File: config.mk
export PLATFORM = sky130hd
export DESIGN_NAME = hbfs_ram
export DESIGN_NICKNAME = d
export VERILOG_FILES = /design/src/hdl/hashed_bucket_fifo_store_macros.svh /design/src/hdl/hbfs_ram.sv
export SDC_FILE = /design/constraint.sdc
export NUM_CORES = 1
export LEC_CHECK = 0
export BUFFER_PORTS_ARGS = -buffer_cell sky130_fd_sc_hd__clkbuf_2
export CORE_MARGIN = 4
export CORE_UTILIZATION = 40
export CTS_BUF_LIST = sky130_fd_sc_hd__clkbuf_4 sky130_fd_sc_hd__clkbuf_8
export DETAILED_ROUTE_END_ITERATION = 8
export GPL_TIMING_DRIVEN = 0
export SYNTH_ARGS = -nofsm -noshare
export SYNTH_HDL_FRONTEND = slang
export SYNTH_SLANG_ARGS = --single-unit
File: constraint.sdc
create_clock -name i_clk -period 2.2 [get_ports i_clk]
set_input_delay 0.44 -clock i_clk [delete_from_list [all_inputs] [get_ports i_clk]]
set_output_delay 0.44 -clock i_clk [all_outputs]
set_load 0.02 [all_outputs]
File: src/hdl/hashed_bucket_fifo_store_macros.svh
// assertion macros for the hashed bucket fifo store
// expects i_clk and active-low i_rst_n in the including module
`ifndef HASHED_BUCKET_FIFO_STORE_MACROS_SVH
`define HASHED_BUCKET_FIFO_STORE_MACROS_SVH

// same-cycle implication
`define HBFS_CHECK_IMP(lbl, ante, cons, msg) \
    lbl: assert property (@(posedge i_clk) disable iff (!i_rst_n) (ante) |-> (cons)) \
        else $error(msg);

// next-cycle implication
`define HBFS_CHECK_NXT(lbl, ante, cons, msg) \
    lbl: assert property (@(posedge i_clk) disable iff (!i_rst_n) (ante) |=> (cons)) \
        else $error(msg);

`endif

File: src/hdl/hbfs_ram.sv
// generic simple dual-port ram, one write and one registered read port
// no dependencies; read data holds while the read enable is low
`default_nettype none

module hbfs_ram #(
    parameter int WIDTH = 8,
    parameter int DEPTH = 16,
    localparam int AW = (DEPTH > 1) ? $clog2(DEPTH) : 1
) (
    input  wire logic             i_clk,
    input  wire logic             i_wr_en,
    input  wire logic [AW-1:0]    i_wr_addr,
    input  wire logic [WIDTH-1:0] i_wr_data,
    input  wire logic             i_rd_en,
    input  wire logic [AW-1:0]    i_rd_addr,
    output logic      [WIDTH-1:0] o_rd_data
);

    logic [WIDTH-1:0] r_mem [DEPTH];
    logic [WIDTH-1:0] r_rd_data;

    always_ff @(posedge i_clk) begin
        if (i_wr_en) begin
            r_mem[i_wr_addr] <= i_wr_data;
        end
        if (i_rd_en) begin
            r_rd_data <= r_mem[i_rd_addr];
        end
    end

    assign o_rd_data = r_rd_data;

endmodule

`default_nettype wire

-- Yosys cells after proc, flatten, opt, wreduce, memory -nomap -nowiden
Memory sizes are Yosys's and may differ from the RTL's. A register that Yosys moved wholly into a read port is not among the register bits.
Index checks and enable logic that the tools add are counted.
- eq/ne operators: 0
- shift operators: 0
- multiplexer cells: 2
- bitwise logic cells: 0
- $mul: 0
- add/subtract/negate cells: 0
- div/mod/pow operators: 0
- reduce and logical (&&, ||, !) cells: 0
- order comparisons: 0
- operators with widths (operator ; count):
    $mux W1 ; 2
- bits in registers: 0
- memories: 1
- memory bits (read-only): 0
- memory bits (writable): 128
- latch bits: 0
- word-level logic and storage cells: 3
- output and inout bits: 8
- memory list (name ; depth ; bits a word ; rd ports ; clocked after Yosys merged registers in ; wr ports ; RTL line ; source):
    r_mem ; 16 ; 8 ; 1 ; 1 ; 1 ; hbfs_ram.sv:19 ; logic [WIDTH-1:0] r_mem [DEPTH];

-- Depth between registers and ports, before layout
- depth after elaboration: 2
- mapped depth: 5
- mapped depth without buffers: 3

-- Least setup slack after synthesis
OpenSTA, ideal clock, no wires.
- kind: input to register
- from: input i_wr_addr[2]
- to: memory r_mem[0][0], enable pin
- path buffers: 0
- data required time: 1.817 ns
- setup slack: 0.267 ns
- arrival time: 1.550 ns
- stages on the path: 2
- cell sequence: or3b_2 nor3_1
- RTL lines (item ; RTL line ; source):
    start: declaration ; hbfs_ram.sv:12 ; input wire logic [AW-1:0] i_wr_addr,
    end: declaration ; hbfs_ram.sv:19 ;
No word-level cell before the write port.

-- Worst setup path in the final report
- from: input i_wr_addr[2]
- to: memory r_mem[0][4], enable pin
No word-level cell before the write port.

==> flow_summary_export.csv <==
group,metric,value,unit
placed_design,io_buffer_count,25,
clock_network,clk_latency,0.41,ns
grt,grt_pass1_vias,2383,
yosys,ys_seq_area_share,78.1,%
grt,grtUsageTotal,13.9,%
yosys,synthCells,229,
yosys,yosys_warnings,0,
sta,hold_viol,0,
clock_network,clock_path_buffers,2,
routing,drt-total-wl,9.53,mm
clock_network,numCtsBuffers,17,
yosys,syn_avg_cell_area,22.8,sq um
critical_path,crit_type,"input port to flip-flop",
yosys,synth_top_family_by_area,"multiplexers",
clock_network,clock-root-buffer,"clkbuf_8",
sta,fin_hold_ws,0.361,ns
yosys,synthAdderAreaFrac,0,%
sta,tightest_slew,1.25,ns
sta,slew_viol_final,0,
floorplanning,die-area,15000,sq um
clock_network,cts_tree,"yes",
grt,met1_usage,19.0,%
final_layout,insertedDiodeCount,0,
final_layout,instances_no_fill,458,
critical_path,critPathMaxFanout,8,
routing,wl_per_cell,20.8,um
critical_path,r2r_slack,0.66,ns
grt,grt_max_degree,17,
yosys,ys_ff_latch,136,
yosys,yosysUniqueCellTypes,18,
clock_network,clock-sinks,136,
sta,rsz0062_at_grt,"false",
grt,met2_usage,21.3,%
power_and_ir_drop,power,5160,uW
clock_network,h-tree-depth,4,
clock_network,path_clk_slew,0.07,ns
job,drv_cap,0,
outcome,status,"finished clean",
sta,skew,0.00887,ns
yosys,synth-compound-area-share,2.30,%
routing,antenna_left,0,
floorplanning,core_area,12700,sq um
routing,drt_iter0_markers,83,
routing,dr.pass1.iters,4,
yosys,synthesis.nets,248,
power_and_ir_drop,leakagePower,0.00196,uW
final_layout,fin_nets,292,
floorplanning,die_x,122,um
yosys,synth_xor_xnor_area_share,0,%
yosys,synthMuxAreaShare,14.8,%
grt,top_usage_layer,"met2",
grt,grt_overflow,0,
final_layout,syn_to_final_growth,13.8,%
final_layout,drive_gt1_share,28.0,%
sta,finalCriticalPeriod,2.04,ns
yosys,synth_area,5230,sq um
clock_network,post_cts_buffers,0,
clock_network,cts-resized-gates,0,
grt,antenna_found_initial,0,
critical_path,arrival,2.06,ns
floorplanning,rows,41,
power_and_ir_drop,peakVddDrop,0.000314,V
clock_network,holdBufCountCts,0,
placed_design,dp.cells,426,
floorplanning,initial_core_util,41.1,%
min_path,hp-class,"input port to flip-flop",
final_layout,seqCellArea,4080,sq um
placed_design,place_congestion,0.716,
grt,grt_first_pass_wirelength,14.3,mm
critical_path,critPathLaunchType,"input port",
critical_path,required,2.22,ns
placed_design,dp_hpwl,6.18,mm
routing,vias_per_cell,5.05,
sta,fmax,491,MHz
power_and_ir_drop,p_per_area,868,nW/um^2
critical_path,endpoint_kind,"flip-flop",
routing,via_count,2312,
sta,relSlewSlack,15.8,%
yosys,yosys.area_share.simple,3.14,%
final_layout,multi_input_area,1060,sq um
final_layout,num-fill-cells,1098,
floorplanning,die_h,122,um
sta,min_period_over_period,92.5,%
sta,setup_violations,0,
grt,use_met3,4.06,%
floorplanning,io_pins,27,
routing,drc,0,
-- stage by stage --
step | utilization, % | area, sq um | setup WS [ns] | TNS, ns
floorplan | - | 5230 | 0.267 | 0
global placement | 43.8 | 5570 | -0.309 | -2.93
detailed placement | 43.8 | 5570 | -0.313 | -2.50
CTS | 46.7 | 5950 | 0.139 | 0
global route | 46.7 | 5950 | 0.0957 | 0
finish | 46.7 | 5950 | 0.164 | 0
-- worst max-delay path, cell delays in order --
cell and delay (ns):
clkbuf_2 0.10, or3b_2 0.54, nor3_1 0.97
-- flip-flops by register name, summed over array words and instances, names as in the netlist --
register   count
o_rd_data      8
r_mem        128
-- layout make-up --
| cell class | count | area share (%) |
|---|---|---|
| flip-flops and latches | 136 | 68.7 |
| multi-input cells | 83 | 17.8 |
| clock buffers | 18 | 4.06 |
| well taps | 172 | 3.62 |
| clock inverters | 14 | 2.31 |
| repair buffers | 25 | 2.10 |
| plain buffers | 10 | 1.45 |
-- synthesized netlist by cell type, drive strengths merged --
library cell / count / area (sq um)
a22oi: 16 / 120
and2: 1 / 6.26
and2b: 1 / 7.51
buf: 7 / 56.3
clkdlybuf4s25: 3 / 30.0
edfxtp: 136 / 4080
mux4: 32 / 773
nand2: 9 / 33.8
nand2b: 2 / 12.5
nand3: 1 / 5.00
nand3b: 2 / 15.0
nor2: 13 / 48.8
nor2b: 1 / 6.26
nor3: 4 / 20.0
or3b: 1 / 8.76
-- layer usage --
metal	routed length [um]	part of all wire (%)	up-vias
met5	0	0	-
met4	182	1.9	0
met3	316	3.3	13
met2	4590	48	44
met1	4450	47	1188
li1	-	-	1067
-- path summary, 6_finish.rpt --
| kind | start | end | cells past startpoint |
|---|---|---|---|
| max | i_wr_addr[2] | r_mem[0][4] | 3 |
| min | i_rd_en | o_rd_data[7] | 1 |
| max reg2reg | r_mem[6][7] | o_rd_data[7] | 3 |
| min reg2reg | r_mem[8][2] | o_rd_data[2] | 3 |
-- cell families (layout without fill, tap and decap cells) --
family	after synthesis	after routing
buffers and inverters	10	67
multiplexers	32	32
AO/OA/AOI/OAI	16	16
AND/OR/NAND/NOR	35	35
flip-flops	136	136
-- where the power goes --
group	internal [uW]	total, uW	switching [uW]
Sequential	2920	2930	11.7
Combinational	112	285	173
Clock	1100	1950	847
-- layout by cell type (no fill, tap or decap) --
cell type and n:
clkbuf_2 25, buf_2 3, a22oi_1 16, or3b_2 1
and2b_1 1, clkbuf_4 1, mux4_1 14, clkinv_1 6
nor2b_1 1, clkbuf_8 17, edfxtp_1 136, nand3_1 1
nand3b_1 2, nand2_1 9, clkinv_2 5, nand2b_1 2
nor2_1 13, bufinv_16 3, buf_4 1, clkdlybuf4s25_2 3
nor3_1 4, buf_6 3, and2_1 1, mux4_2 18
(Power assumes the default switching activity.)
