[config.mk]
export PLATFORM = sky130hd
export DESIGN_NAME = hbfs_mod
export DESIGN_NICKNAME = d
export VERILOG_FILES = /design/src/hdl/hashed_bucket_fifo_store_macros.svh /design/src/hdl/hbfs_pkg.sv /design/src/hdl/hbfs_mod.sv
export SDC_FILE = /design/constraint.sdc
export NUM_CORES = 1
export LEC_CHECK = 0
export BUFFER_PORTS_ARGS = -buffer_cell sky130_fd_sc_hd__clkbuf_2
export CELL_PAD_IN_SITES_DETAIL_PLACEMENT = 1
export CELL_PAD_IN_SITES_GLOBAL_PLACEMENT = 1
export CORE_MARGIN = 2
export CORE_UTILIZATION = 45
export CTS_CLUSTER_DIAMETER = 200
export DETAILED_ROUTE_END_ITERATION = 8
export GPL_TIMING_DRIVEN = 0
export PLACE_DENSITY_LB_ADDON = 0.1
export SLEW_MARGIN = 20
export SYNTH_ARGS = -nofsm -noshare
export SYNTH_HDL_FRONTEND = slang
export SYNTH_SLANG_ARGS = --single-unit
[constraint.sdc]
create_clock -name i_clk -period 9.6 [get_ports i_clk]
set_clock_uncertainty 0.15 [all_clocks]
set_input_delay 0.96 -clock i_clk [delete_from_list [all_inputs] [get_ports i_clk]]
set_output_delay 0.96 -clock i_clk [all_outputs]
set_load 0.02 [all_outputs]
[src/hdl/hashed_bucket_fifo_store_macros.svh]
// assertion macros for the hashed bucket fifo store
// expects i_clk and active-low i_rst_n in the including module
`ifndef HASHED_BUCKET_FIFO_STORE_MACROS_SVH
`define HASHED_BUCKET_FIFO_STORE_MACROS_SVH

// same-cycle implication
`define HBFS_CHECK_IMP(lbl, ante, cons, msg) \
    lbl: assert property (@(posedge i_clk) disable iff (!i_rst_n) (ante) |-> (cons)) \
        else $error(msg);

// next-cycle implication
`define HBFS_CHECK_NXT(lbl, ante, cons, msg) \
    lbl: assert property (@(posedge i_clk) disable iff (!i_rst_n) (ante) |=> (cons)) \
        else $error(msg);

`endif

[src/hdl/hbfs_pkg.sv]
// shared types and constants of the hashed bucket fifo store
// no dependencies
`default_nettype none

package hbfs_pkg;

    localparam int HASH_W      = 32;
    localparam int HASH_SHIFT  = 5;
    localparam int CHAR_W      = 8;
    localparam int STATUS_W    = 2;
    localparam int BUCKET_W    = 4;
    localparam int SLOT_W      = 4;

    // bucket modulo unit: one hex digit of the hash per step
    localparam int MOD_DIGIT_W = 4;
    localparam int MOD_STEPS   = HASH_W / MOD_DIGIT_W;
    localparam int MOD_CNT_W   = $clog2(MOD_STEPS);

    localparam logic OP_PUSH = 1'b0;
    localparam logic OP_POP  = 1'b1;

    typedef enum logic [STATUS_W-1:0] {
        ST_POP_CHAR   = 2'd0,
        ST_PUSH_OK    = 2'd1,
        ST_PUSH_FULL  = 2'd2,
        ST_POP_EMPTY  = 2'd3
    } t_status;

endpackage

`default_nettype wire

[src/hdl/hbfs_mod.sv]
// iterative remainder of a 32-bit hash by a constant modulus
// uses hbfs_pkg; one hex digit per cycle, done pulses after the last digit
`default_nettype none

module hbfs_mod #(
    parameter int MODULUS = 10,
    parameter int REM_W   = 4
) (
    input  wire logic                       i_clk,
    input  wire logic                       i_rst_n,
    input  wire logic                       i_start,
    input  wire logic [hbfs_pkg::HASH_W-1:0] i_value,
    output logic                            o_done,
    output logic      [REM_W-1:0]           o_rem
);

    localparam int RMW = $clog2(MODULUS) + 1;
    localparam int HW  = hbfs_pkg::HASH_W;
    localparam int DW  = hbfs_pkg::MOD_DIGIT_W;
    localparam int CNW = hbfs_pkg::MOD_CNT_W;

    logic           r_busy;
    logic           r_done;
    logic [CNW-1:0] r_cnt;
    logic [HW-1:0]  r_val;
    logic [RMW-1:0] r_rem;
    logic [RMW-1:0] step_rem;

    // restoring steps, one per bit of the current digit
    always_comb begin
        logic [RMW:0] trial;
        step_rem = r_rem;
        for (int k = 0; k < DW; k++) begin
            trial = {step_rem, r_val[HW-1-k]};
            if (trial >= (RMW+1)'(MODULUS)) begin
                trial = trial - (RMW+1)'(MODULUS);
            end
            step_rem = trial[RMW-1:0];
        end
    end

    always_ff @(posedge i_clk) begin
        if (!i_rst_n) begin
            r_busy <= 1'b0;
            r_done <= 1'b0;
            r_cnt  <= '0;
        end else begin
            r_done <= 1'b0;
            if (i_start) begin
                r_busy <= 1'b1;
                r_cnt  <= '0;
                r_val  <= i_value;
                r_rem  <= '0;
            end else if (r_busy) begin
                r_rem <= step_rem;
                r_val <= {r_val[HW-DW-1:0], {DW{1'b0}}};
                r_cnt <= r_cnt + 1'b1;
                if (r_cnt == CNW'(hbfs_pkg::MOD_STEPS - 1)) begin
                    r_busy <= 1'b0;
                    r_done <= 1'b1;
                end
            end
        end
    end

    assign o_done = r_done;
    assign o_rem  = REM_W'(r_rem);

endmodule

`default_nettype wire

# [Yosys cells after proc, flatten, opt, wreduce, memory -nomap -nowiden]
# Cells that the tools add are included.
[classes] addsub=5 magnitude_cmp=4 eq_ne=1 mux=11 n_bitwise=2 reduce_logical=4
[ops] cell="two-way mux 32 bit" count=2
[ops] cell="two-way mux 5 bit" count=5
[ops] cell="greater-or-equal comparator 6 x 4 -> 1 bit, second input constant" count=4
[ops] cell="subtractor 5 x 4 -> 5 bit, second input constant" count=4
[ops] cell="two-way mux 1 bit" count=4
[ops] cell="adder 3 x 1 -> 3 bit, second input constant" count=1
[ops] cell="equality test 3 bit, second input constant" count=1
[ops] cell="OR reduction 3 bit" count=1
[ops] cell="NOT 1 bit" count=2
[ops] cell="AND reduction 2 bit" count=1
[ops] cell="nonzero test 2 bit" count=1
[ops] cell="OR reduction 2 bit" count=1
[word_totals] reg_bits=42 inputBits=35 output_inout_bits=5 elab_cells=32

# [Depth between registers and ports, before layout]
[logic_depth] ltp_word=9 mapped_depth=12

# [Worst setup path after synthesis]
# No wires, ideal clock.
[synth_timing] path_kind="register to register" from="reg r_rem[0]" to="reg r_rem[2] (data pin)" setup_time_ps=152 t_arrival_ps=2801 required_time_ps=9298 setup_slack_ps=6497 stages_incl_launch_ff=12 synth_period_minus_slack_ps=3103 path_cell_list="edfxtp_1 buf_6 inv_1 ha_1 nand2b_1 o311ai_2 nand3_1 mux2_4 or3_1 or4_1 o31a_1 a31oi_1"
[synth_between] elab_chain_cells=9 elab_cells_between_ends=13 classes_between="add/sub: 4; order compare: 4; mux: 5"
[synth_rtl] element="start, declared" line="hbfs_mod.sv:26" text="logic [RMW-1:0] r_rem;"
[synth_rtl] element="start signal, assigned" line="hbfs_mod.sv:55" text="r_rem <= step_rem;"
[synth_rtl] element="subtractor 5 x 4 -> 5 bit or greater-or-equal comparator 6 x 4 -> 1 bit (tied branches)" line="hbfs_mod.sv:36, hbfs_mod.sv:35"
[synth_rtl] element="two-way mux 5 bit *" line="hbfs_mod.sv:35" text="if (trial >= (RMW+1)'(MODULUS)) begin"
[synth_rtl] element="subtractor 5 x 4 -> 5 bit or greater-or-equal comparator 6 x 4 -> 1 bit (tied branches)" line="hbfs_mod.sv:36, hbfs_mod.sv:35"
[synth_rtl] element="two-way mux 5 bit *" line="hbfs_mod.sv:35"
[synth_rtl] element="subtractor 5 x 4 -> 5 bit or greater-or-equal comparator 6 x 4 -> 1 bit (tied branches)" line="hbfs_mod.sv:36, hbfs_mod.sv:35"
[synth_rtl] element="two-way mux 5 bit *" line="hbfs_mod.sv:35"
[synth_rtl] element="greater-or-equal comparator 6 x 4 -> 1 bit or subtractor 5 x 4 -> 5 bit (tied branches)" line="hbfs_mod.sv:35, hbfs_mod.sv:36"
[synth_rtl] element="two-way mux 5 bit *" line="hbfs_mod.sv:35"
[synth_rtl] element="two-way mux 5 bit *" line="hbfs_mod.sv:54" text="end else if (r_busy) begin"
# Mark *: on every way between the ends. The rest lies on a longest branch, timed or not. The select of a mux whose other input is x is not followed.
# A chain may end at the register's enable or synchronous reset.

# [Worst setup path in the final report]
# Ends and elaborated chain as after synthesis.

==> impl_metrics.toml <==
[status]
status = "finished clean"

[cts]
cts.repair.resized = 0
htree_levels = 2
postCtsSetupRepairBufs = 0
cts_sinks = 42
root_buffer = "clkbuf_8"
cts_made_buffers = 5
clock_path_buffers = 2
path_clk_slew_ns = 0.08
ctsHoldBuffers = 0
insertion_delay_ns = 0.29
cts_tree = "done"

[setup_path]
regToRegEndpoint = "r_rem[2]$_SDFFCE_PP0P_"
end_kind = "register"
slowest_delay_ns = 0.53
reg2reg_slack_ns = 5.90
r2r-start = "r_rem[0]$_SDFFCE_PP0P_"
cp.arrival_ns = 3.68
r2r_cells = 11
cp_num_buf_inv = 2
crit_fanout = 10
critical_path.top_delay_family = "simple AND/OR/NAND/NOR gates"
cp_slowest_cell = "o221ai_1"
criticalPathCategory = "register to register"
worstPathCellList = "buf_6, inv_1, ha_1, nand2b_1, o221ai_1, nand3_1, mux2_4, or3_1, or4_1, o31a_1, a31oi_1"
crit_path_start_kind = "register"
cp.required_ns = 9.57

[power_and_ir_drop]
powerDensity_nw_per_um2 = 162
vdd_drop_max_uv = 104
p_leak_nw = 1.09

[synth]
synth_edf_count = 37
synthesis.area_um2 = 2510
ys_types = 57
yosys_most_used_dff = "edfxtp_1"
ys_seq_elements = 42
synth-seq-area-share = 0.483
synthCells = 211
synthArstFlopShare = 0
syn_nets = 249
synth.avg_cell_area_um2 = 11.9
yosysWarnings = 0

[drt]
routed_via_density = 5.53
avgRoutedWirePerCell_um = 16.6
vias = 1826
drtIter0Drc = 60
drc_errors = 0
firstDrtPassIters = 4
detail-route-antenna-nets = 0
routed_wl_um = 5470

[layout]
diodes = 0
drive_above_1_share = 0.388
final_cell_area_um2 = 2900
fillers = 607
layout_common_cells = "clkbuf_2, edfxtp_1, mux2_2"
syn_to_final_growth_pct = 15.7
final_nets = 295
regArea_um2 = 1210
multi_input_area_um2 = 1130
final_common_cell = "clkbuf_2"

[placement]
postPlaceCellArea_um2 = 2820
port_buffers = 38
gp_congestion = 0.841
dp_hpwl_um = 4070

[job]
max-cap-violations = 0

[grt]
grt_pass1_wl_um = 9020
grt_pass1_vias = 1865
grt_max_degree = 27
grtUsageTotal = 0.184
antenna_found_initial = 0
grt_overflow = 0

[die]
start_util = 0.461
core_area_um2 = 5440
die_y_um = 78.7
dieArea_um2 = 6190
floorplan.rows = 27
die_x_um = 78.7
io_pins = 40

[sta]
finalMaxSlewViolations = 0
worst_pin_slew_ns = 0.654
max-slew-margin-rel = 0.561
finalSetupViolations = 0
max_freq_mhz = 270
hold_viol_final = 0
min_period_ns = 3.70
tns_ns = 0
finalCritPeriodShare = 0.386
rsz0062_at_grt = "no"

[min_path]
whs_path_depth = 2
hp-start = "r_cnt[2]$_SDFFE_PP0P_"
hold_path.class = "register to register"
hold_path_end = "r_cnt[2]$_SDFFE_PP0P_"
[cell type report]
cell class	instances	area share
Clock buffer	6	0.0250
Timing Repair Buffer	39	0.0750
Clock inverter	2	0.00431
Tap cell	72	0.0310
Sequential cell	42	0.417
Inverter	9	0.0116
Multi-Input combinational cell	142	0.389
Buffer	18	0.0470
[power breakdown]
group	internal, W	switching, W
Combinational	0.0000627	0.0000745
Sequential	0.000214	0.00000702
Clock	0.0000515	0.0000616
[worst min-delay path, stage by stage (launching register included)]
cell and delay (ns):
dfxtp_1 0.34, mux2i_1 0.07, nor2_1 0.07
[registers in the layout, indices dropped and copies added (netlist names)]
register  cells
r_val        32
r_rem         5
r_cnt         3
o_done        1
r_busy        1
[per-stage QoR]
step,util,hold slack [ns],worst slack [ns],std cells,power (W)
global placement,0.513,0.331,5.98,321,0.000358
CTS,0.534,0.372,5.95,330,0.000474
floorplan,-,0.315,6.50,211,0.000327
global route,0.534,0.422,5.66,330,0.000496
finish,0.534,0.368,5.90,330,0.000472
detailed placement,0.518,0.353,5.97,322,0.000362
[cells in the mapped netlist (5+ instances only)]
library cell	instances	share of area
nor2_1	10	0.015
buf_4	6	0.018
edfxtp_1	37	0.44
dfxtp_1	5	0.040
and2_1	6	0.015
mux2_2	29	0.13
a31oi_1	5	0.012
nand2_1	14	0.021
inv_1	9	0.013
[how the worst max path moves through the flow]
| stage | from | to | depth (start not counted) | slack [ns] |
|---|---|---|---|---|
| 5_1_grt | r_rem[0]$_SDFFCE_PP0P_ | r_rem[3]$_SDFFCE_PP0P_ | 12 | 5.66 |
| 6_report | r_rem[0]$_SDFFCE_PP0P_ | r_rem[2]$_SDFFCE_PP0P_ | 11 | 5.90 |
| 4_1_cts | r_rem[0]$_SDFFCE_PP0P_ | r_rem[2]$_SDFFCE_PP0P_ | 11 | 5.95 |
| 3_5_place_dp | r_rem[0]$_SDFFCE_PP0P_ | r_rem[3]$_SDFFCE_PP0P_ | 12 | 5.97 |
| 2_1_floorplan | r_rem[0]$_SDFFCE_PP0P_ | r_rem[2]$_SDFFCE_PP0P_ | 11 | 6.50 |
| 3_3_place_gp | r_rem[0]$_SDFFCE_PP0P_ | r_rem[2]$_SDFFCE_PP0P_ | 11 | 5.98 |
[cell families (layout without fill, tap and decap cells)]
| logic type | Yosys count | in the layout | synth area share |
|---|---|---|---|
| xor gates and xnor gates | 4 | 4 | 0.0140 |
| AOI/OAI and AO/OA | 47 | 47 | 0.150 |
| DFF | 42 | 42 | 0.483 |
| buffers and inverters | 27 | 74 | 0.0678 |
| and+or+nand+nor | 55 | 55 | 0.122 |
| adders and majority gates | 3 | 3 | 0.0150 |
| muxes | 33 | 33 | 0.148 |
[layer usage]
metal | vias to the layer above | track usage | wire length, µm
met2 | 39 | 0.309 | 2760
li1 | 902 | - | -
met5 | - | 0 | 0
met3 | 6 | 0.0437 | 214
met1 | 879 | 0.246 | 2450
met4 | 0 | 0.0351 | 49
No activity file was read; power rests on OpenSTA's default activity.
